$ cat config.mk
export PLATFORM = sky130hd
export DESIGN_NAME = ohvp_div
export DESIGN_NICKNAME = d
export VERILOG_FILES = /design/src/rtl/offset_hough_vote_peak_assert.svh /design/src/rtl/ohvp_pkg.sv /design/src/rtl/ohvp_div.sv
export SDC_FILE = /design/constraint.sdc
export NUM_CORES = 1
export LEC_CHECK = 0
export BUFFER_PORTS_ARGS = -buffer_cell sky130_fd_sc_hd__buf_2
export CAP_MARGIN = 0
export CORE_ASPECT_RATIO = 0.6
export CORE_MARGIN = 4
export CORE_UTILIZATION = 50
export CTS_CLUSTER_DIAMETER = 120
export DETAILED_ROUTE_END_ITERATION = 10
export GPL_TIMING_DRIVEN = 1
export PLACE_DENSITY = 0.73
export REMOVE_ABC_BUFFERS = 1
export SLEW_MARGIN = 20
export SYNTH_ARGS = -nofsm -noshare
export SYNTH_HDL_FRONTEND = slang
export SYNTH_SLANG_ARGS = --single-unit
$ cat constraint.sdc
create_clock -name clk -period 3.4 [get_ports clk]
set_input_delay 1.02 -clock clk [delete_from_list [all_inputs] [get_ports clk]]
set_output_delay 1.02 -clock clk [all_outputs]
set_load 0.005 [all_outputs]
$ cat src/rtl/offset_hough_vote_peak_assert.svh
// Assertion macros for the offset Hough vote peak block
`ifndef OFFSET_HOUGH_VOTE_PEAK_ASSERT_SVH
`define OFFSET_HOUGH_VOTE_PEAK_ASSERT_SVH
`ifndef SYNTHESIS
`define OHVP_ASSERT_IMP(label, clk, rst_n, a, c) \
    label: assert property (@(posedge clk) disable iff (!rst_n) (a) |-> (c)) \
        else $error("assertion failed");
`define OHVP_ASSERT_NXT(label, clk, rst_n, a, c) \
    label: assert property (@(posedge clk) disable iff (!rst_n) (a) |=> (c)) \
        else $error("assertion failed");
`else
`define OHVP_ASSERT_IMP(label, clk, rst_n, a, c)
`define OHVP_ASSERT_NXT(label, clk, rst_n, a, c)
`endif
`endif

$ cat src/rtl/ohvp_pkg.sv
// ----------------------------------------------------------------------------
// ohvp_pkg
// Shared types and constants of the offset Hough vote peak block.
// ----------------------------------------------------------------------------
`default_nettype none
package ohvp_pkg;
    localparam int GRID = 256;
    localparam int CW = 16;
    localparam logic [CW-1:0] COUNT_MAX = 16'hFFFF;
    localparam logic FUNC_VOTE   = 1'b0;
    localparam logic FUNC_REPORT = 1'b1;
    localparam logic [1:0] REG_XLO = 2'd0;
    localparam logic [1:0] REG_YLO = 2'd1;
    localparam logic [1:0] REG_XHI = 2'd2;
    localparam logic [1:0] REG_YHI = 2'd3;
endpackage
`default_nettype wire

$ cat src/rtl/ohvp_div.sv
// ----------------------------------------------------------------------------
// ohvp_div
// Restoring divider, one quotient bit per cycle, unsigned 42 / 33 bits.
// ----------------------------------------------------------------------------
`default_nettype none
module ohvp_div
    import ohvp_pkg::*;
(
    input  wire logic        clk,
    input  wire logic        rst_n,
    input  wire logic        start,
    input  wire logic [41:0] num,
    input  wire logic [32:0] den,
    output logic             busy,
    output logic             done,
    output logic [41:0]      quo
);
    logic [41:0] q_reg, q_next;
    logic [33:0] r_reg, r_next;
    logic [32:0] d_reg, d_next;
    logic [5:0]  cnt_reg, cnt_next;
    logic        busy_reg, busy_next, done_reg, done_next;
    logic [33:0] trial;

    assign busy = busy_reg;
    assign done = done_reg;
    assign quo  = q_reg;

    // shift in one numerator bit and try subtracting
    always_comb
    begin
        q_next = q_reg; r_next = r_reg; d_next = d_reg;
        cnt_next = cnt_reg; busy_next = busy_reg; done_next = 1'b0;
        trial = {r_reg[32:0], q_reg[41]};
        if (start)
        begin
            q_next = num; r_next = '0; d_next = den;
            cnt_next = 6'd42; busy_next = 1'b1;
        end
        else if (busy_reg)
        begin
            if (trial >= {1'b0, d_reg})
            begin
                r_next = trial - {1'b0, d_reg};
                q_next = {q_reg[40:0], 1'b1};
            end
            else
            begin
                r_next = trial;
                q_next = {q_reg[40:0], 1'b0};
            end
            cnt_next = cnt_reg - 6'd1;
            if (cnt_reg == 6'd1)
            begin
                busy_next = 1'b0;
                done_next = 1'b1;
            end
        end
    end

    always_ff @(posedge clk or negedge rst_n)
    begin
        if (!rst_n)
        begin
            busy_reg <= 1'b0; done_reg <= 1'b0; cnt_reg <= '0;
        end
        else
        begin
            busy_reg <= busy_next; done_reg <= done_next; cnt_reg <= cnt_next;
        end
    end

    always_ff @(posedge clk)
    begin
        q_reg <= q_next; r_reg <= r_next; d_reg <= d_next;
    end
endmodule
`default_nettype wire

* Word level (Yosys, flattened, before mapping)
Index checks and enable logic that the tools add are counted.
** Cells by class
- Multiplexer cells :: 12
- Reduce and logical (&&, ||, !) cells :: 1
- Add/sub/neg operators :: 2
- Equal/unequal tests :: 1
- $lt $le $gt $ge :: 1
** Operators with widths (count)
- $mux 42 :: 2
- $ge 34x33->1 :: 1
- $mux 33 :: 1
- $sub 33x33->33 :: 1
- $mux 6 :: 2
- $mux 1 :: 7
- $eq 6x1->1 const B :: 1
- $sub 6x1->6 const B :: 1
- $reduce_bool 2->1 :: 1
** Storage, ports and cells
- Flip-flop bits (word level) :: 116
- Bits of input ports :: 78
- Output and inout port bits :: 44

* Logic depth before layout (Yosys ltp)
- Depth after elaboration :: 4
- Gate-level depth with buffers :: 15
- Mapped depth without buffers :: 13

* Least setup slack after synthesis
OpenSTA, ideal clock, no wires.
- Path type :: reg2reg
- Start point :: register q_reg[41] (netlist: quo[41])
- End point :: register q_reg[0] (netlist: quo[0]), data pin
- Arrival :: 2.831 ns
- Cell stages (with the launch flop) :: 14
- Path slack :: 0.309 ns
- Setup time :: 0.260 ns
- Period minus slack after synthesis :: 3.091 ns
- Path through :: edfxtp_1 > inv_1 > ha_1 > inv_1 > fa_1 > a21o_1 > a221oi_4 > a2bb2oi_2 > a21boi_4 > a31oi_4 > o31ai_4 > buf_6 > buf_6 > mux2_2
** Between the ends
- Cells in the longest elaborated chain, start to end :: 4
** Ends and longest elaborated chain
- from (decl) :: line ohvp_div.sv:18 : logic [41:0] q_reg, q_next;
- from (signal assigned) :: line ohvp_div.sv:75 : q_reg <= q_next; r_reg <= r_next; d_reg <= d_next;
- $ge 34x33->1 :: line ohvp_div.sv:42 : if (trial >= {1'b0, d_reg})
- $mux 1 :: line ohvp_div.sv:42
- $mux 42 :: line ohvp_div.sv:40 : else if (busy_reg)
- $mux 42 :: line ohvp_div.sv:35 : if (start)
- via q_next[0] :: line ohvp_div.sv:18
The timed path passes the listed nets, and every way through them passes these cells. The select of a mux whose other input is x is not followed.
A chain may end at the register's enable or synchronous reset.

* Final worst setup path
- Start point :: register q_reg[41] (netlist: quo[41])
- End point :: register r_reg[32]
** Between the ends
- Cells in the longest elaborated chain, start to end :: 2
- Elaborated cells on any way between the ends :: 3
- Those cells by class :: add/sub: 1; order compare: 1; mux: 1
** Ends and longest elaborated chain
- $sub 33x33->33 or $ge 34x33->1 (tied branches) :: line ohvp_div.sv:44, ohvp_div.sv:42
- $mux 33 * :: line ohvp_div.sv:42
- to (signal assigned) :: line ohvp_div.sv:75
- to (decl) :: line ohvp_div.sv:19 : logic [33:0] r_reg, r_next;
Mark *: on every way between the ends. The rest lies on a longest branch, timed or not.

==> summary.txt <==
Routing
  • Vias post-DR: 5,291
  • Top sig layer: met4
  • Vias/cell: 5.68
  • TritonRoute pass-1 iters: 5
  • Initial DRC Count: 448
  • Wire per inst: 17.7 um
  • Met1 WL: 7480 um
  • Met2 WL: 7560 um
  • DRC errors left: 0
  • Post-Route WL: 16,500 um
  • WL met3: 1210 um
  • Routed Antenna Nets: 0

Clock tree
  • CTS sink count: 116
  • CTS tree: done
  • CTS clock-pin slew for the worst setup and hold paths: 60 ps
  • Hold_buf cts: 0
  • Clk_lat worst skew: 410 ps
  • H-tree Lvls: 4
  • Num CTS Buffers: 17
  • Buffer levels on the longest clock path: 2
  • CTS root buffer: clkbuf_16

Logic synthesis
  • Ys flop type: edfxtp_1
  • Sequential-to-total area share from yosys stat: 47.2%
  • Synth warn: 0
  • Async set-reset flop share out of synthesis: 6.90%
  • Syn Area/Cell: 10.6 um^2
  • Mapped Cells: 620
  • Number of synthesized flops with an enable pin: 75
  • Cell Area, Synth: 6590 um^2
  • FF+latch count, synth: 116
  • Distinct cells, synth: 64

Floorplanning
  • Die area: 15,100 um^2
  • Row count: 32
  • Io pins: 122
  • Overall die height: 97.0 um
  • Initial Utilization: 51.3%
  • Core footprint: 12,900 um^2
  • Die W: 156 um

Cells and area
  • Max reg flops: 42
  • Finished Layout Cells: 932
  • Commonest cells after routing, fill and taps aside: 120 x buf_2, 75 x edfxtp_1, 72 x nand2_1
  • Total Nets Final: 863
  • Area Growth Syn to Fin: 20.7%
  • Commonest non-fill, non-tap cell in the layout: buf_2
  • Share of layout cells above drive strength 1: 31.1%
  • N_diodes: 0
  • FILL cells: 1,060
  • Core Util, Final: 61.9%
  • Post-route cell area: 7960 um^2

Global route
  • GRT Total Usage: 21.9%
  • Vias in the first global route: 5,255
  • First-pass GRT wire length: 26,700 um
  • Largest net degree at the start of global routing: 43
  • Gr ovfl total: 0
  • Initial antenna violation count: 0

Placed design
  • DP Wirelength: 11,900 um
  • Placed cell count: 895
  • Port buffer count: 121
  • Placed cell area: 7350 um^2
  • GPL Wtd Cong: 0.961
  • Worst slack at placement: 79.9 ps

Timing
  • Endpoints failing hold: 0
  • Final Cycle Share: 95.2%
  • Upper clock frequency limit: 0.309 GHz
  • Worst-margin pin slew: 739 ps
  • Fin. max-slew vios: 0
  • Final setup fails: 0
  • Fin crit period: 3240 ps
  • Slew HR: 50.7%
  • Hold slack: 438 ps
  • Fin worst setup slack: 163 ps
  • Clk_skew: 5.76 ps

Critical path
  • Crit start category: register
  • Critical Path RT: 3700 ps
  • CP Class: reg -> reg
  • CP arrival: 3540 ps
  • CP Capture Type: register
  • CP max FO: 15

Power and ir drop
  • Psw: 2.37 mW
  • Power per Cell Area: 788 nW/um^2
  • Clock power frac: 27.1%
  • Peak supply drop: 0.000387 V
  • Sw Ratio: 37.7%
  • Leakage: 3.48 nW
  • Sequential group share of total power: 31.3%
  • Internal: 3.91 mW
  • Comb pwr share: 41.7%

Worst hold path
  • Worst hold path type: in -> async

Flow run
  • Max-Cap Viols: 0

Run status
  • Status: complete, no violations
==> synth_stat cells (all sizes together), types with 14 or more instances <==
library cell / number / share of area (%)
mux2: 42 / 7.2
o21ai: 34 / 2.6
clkbuf: 18 / 1.0
dfxtp: 33 / 10
nor2: 44 / 2.5
xnor2: 17 / 2.3
ha: 35 / 6.6
a21oi: 35 / 2.7
edfxtp: 75 / 34
a311oi: 14 / 2.8
nand2: 72 / 4.1
inv: 47 / 2.7
==> worst paths after layout <==
path                                        start                      to  slack [ps]  cells past startpoint
hold reg to reg            r_reg[11]$_SDFFE_PP0P_  r_reg[11]$_SDFFE_PP0P_         480                      2
max in group asynchronous                   rst_n  cnt_reg[1]$_DFFE_PN0P_        2790                      1
setup reg to reg                quo[41]$_DFFE_PP_  r_reg[32]$_SDFFE_PP0P_         160                     14
min in group clk           r_reg[11]$_SDFFE_PP0P_  r_reg[11]$_SDFFE_PP0P_         480                      2
setup / recovery                quo[41]$_DFFE_PP_  r_reg[32]$_SDFFE_PP0P_         160                     14
hold / removal                              rst_n  cnt_reg[3]$_DFFE_PN0P_         440                      1
==> metrics by stage <==
step	TNS, ps	power [mW]
floorplan	0	3.74
global placement	0	4.34
detailed placement	0	4.45
CTS	0	6.17
global route	-54.5	6.63
finish	0	6.27
==> power groups by stage <==
stage | sequential (mW) | clock (mW) | combinational (mW)
after floorplan | 1.94 | 0 | 1.79
final | 1.96 | 1.70 | 2.61
after global routing | 1.99 | 1.79 | 2.85
after detailed placement | 1.98 | 0 | 2.47
after CTS | 1.96 | 1.72 | 2.49
after global placement | 1.97 | 0 | 2.38
==> kinds of logic (layout without fill, tap and decap cells) <==
| group | Yosys count | after routing | share of synthesized area [%] |
|---|---|---|---|
| buf+inv | 77 | 219 | 5.22 |
| xor+xnor | 30 | 30 | 3.98 |
| flops | 116 | 116 | 47.2 |
| simple gates | 163 | 163 | 11.0 |
| fa+ha+maj | 36 | 36 | 6.94 |
| mux | 49 | 49 | 8.24 |
| compound gates | 149 | 149 | 17.4 |
==> cell type report <==
type	instances	area [um^2]	share of cell area, %
Sequential cell	116	3110	39.1
Inverter	47	176	2.22
Timing Repair Buffer	140	754	9.48
Multi-Input combinational cell	427	3150	39.5
Tap cell	170	213	2.67
Clock inverter	15	131	1.65
Clock buffer	17	425	5.34
==> per-layer routing <==
layer | vias up | global-route usage, %
met5 | - | 0
met4 | 0 | 6.13
met3 | 31 | 5.27
met2 | 208 | 33.7
met1 | 2540 | 31.0
li1 | 2512 | -
==> critical path, stage by stage, from the launching register on <==
cell and delay (ps):
edfxtp_1 400, inv_1 80, ha_1 170, inv_1 80, fa_1 400, a21o_1 240
a221oi_4 310, a2bb2oi_4 220, a21boi_4 100, a31oi_4 270, o31ai_4 190, buf_6 230
and3_1 180, mux2i_1 170, nand2_1 70
==> timing repair <==
action,in CTS,in global routing
setup endpoints to repair,0,19
buffers inserted,0,5
resized for setup,0,2
Note: power is estimated with default switching activity, not from simulation.
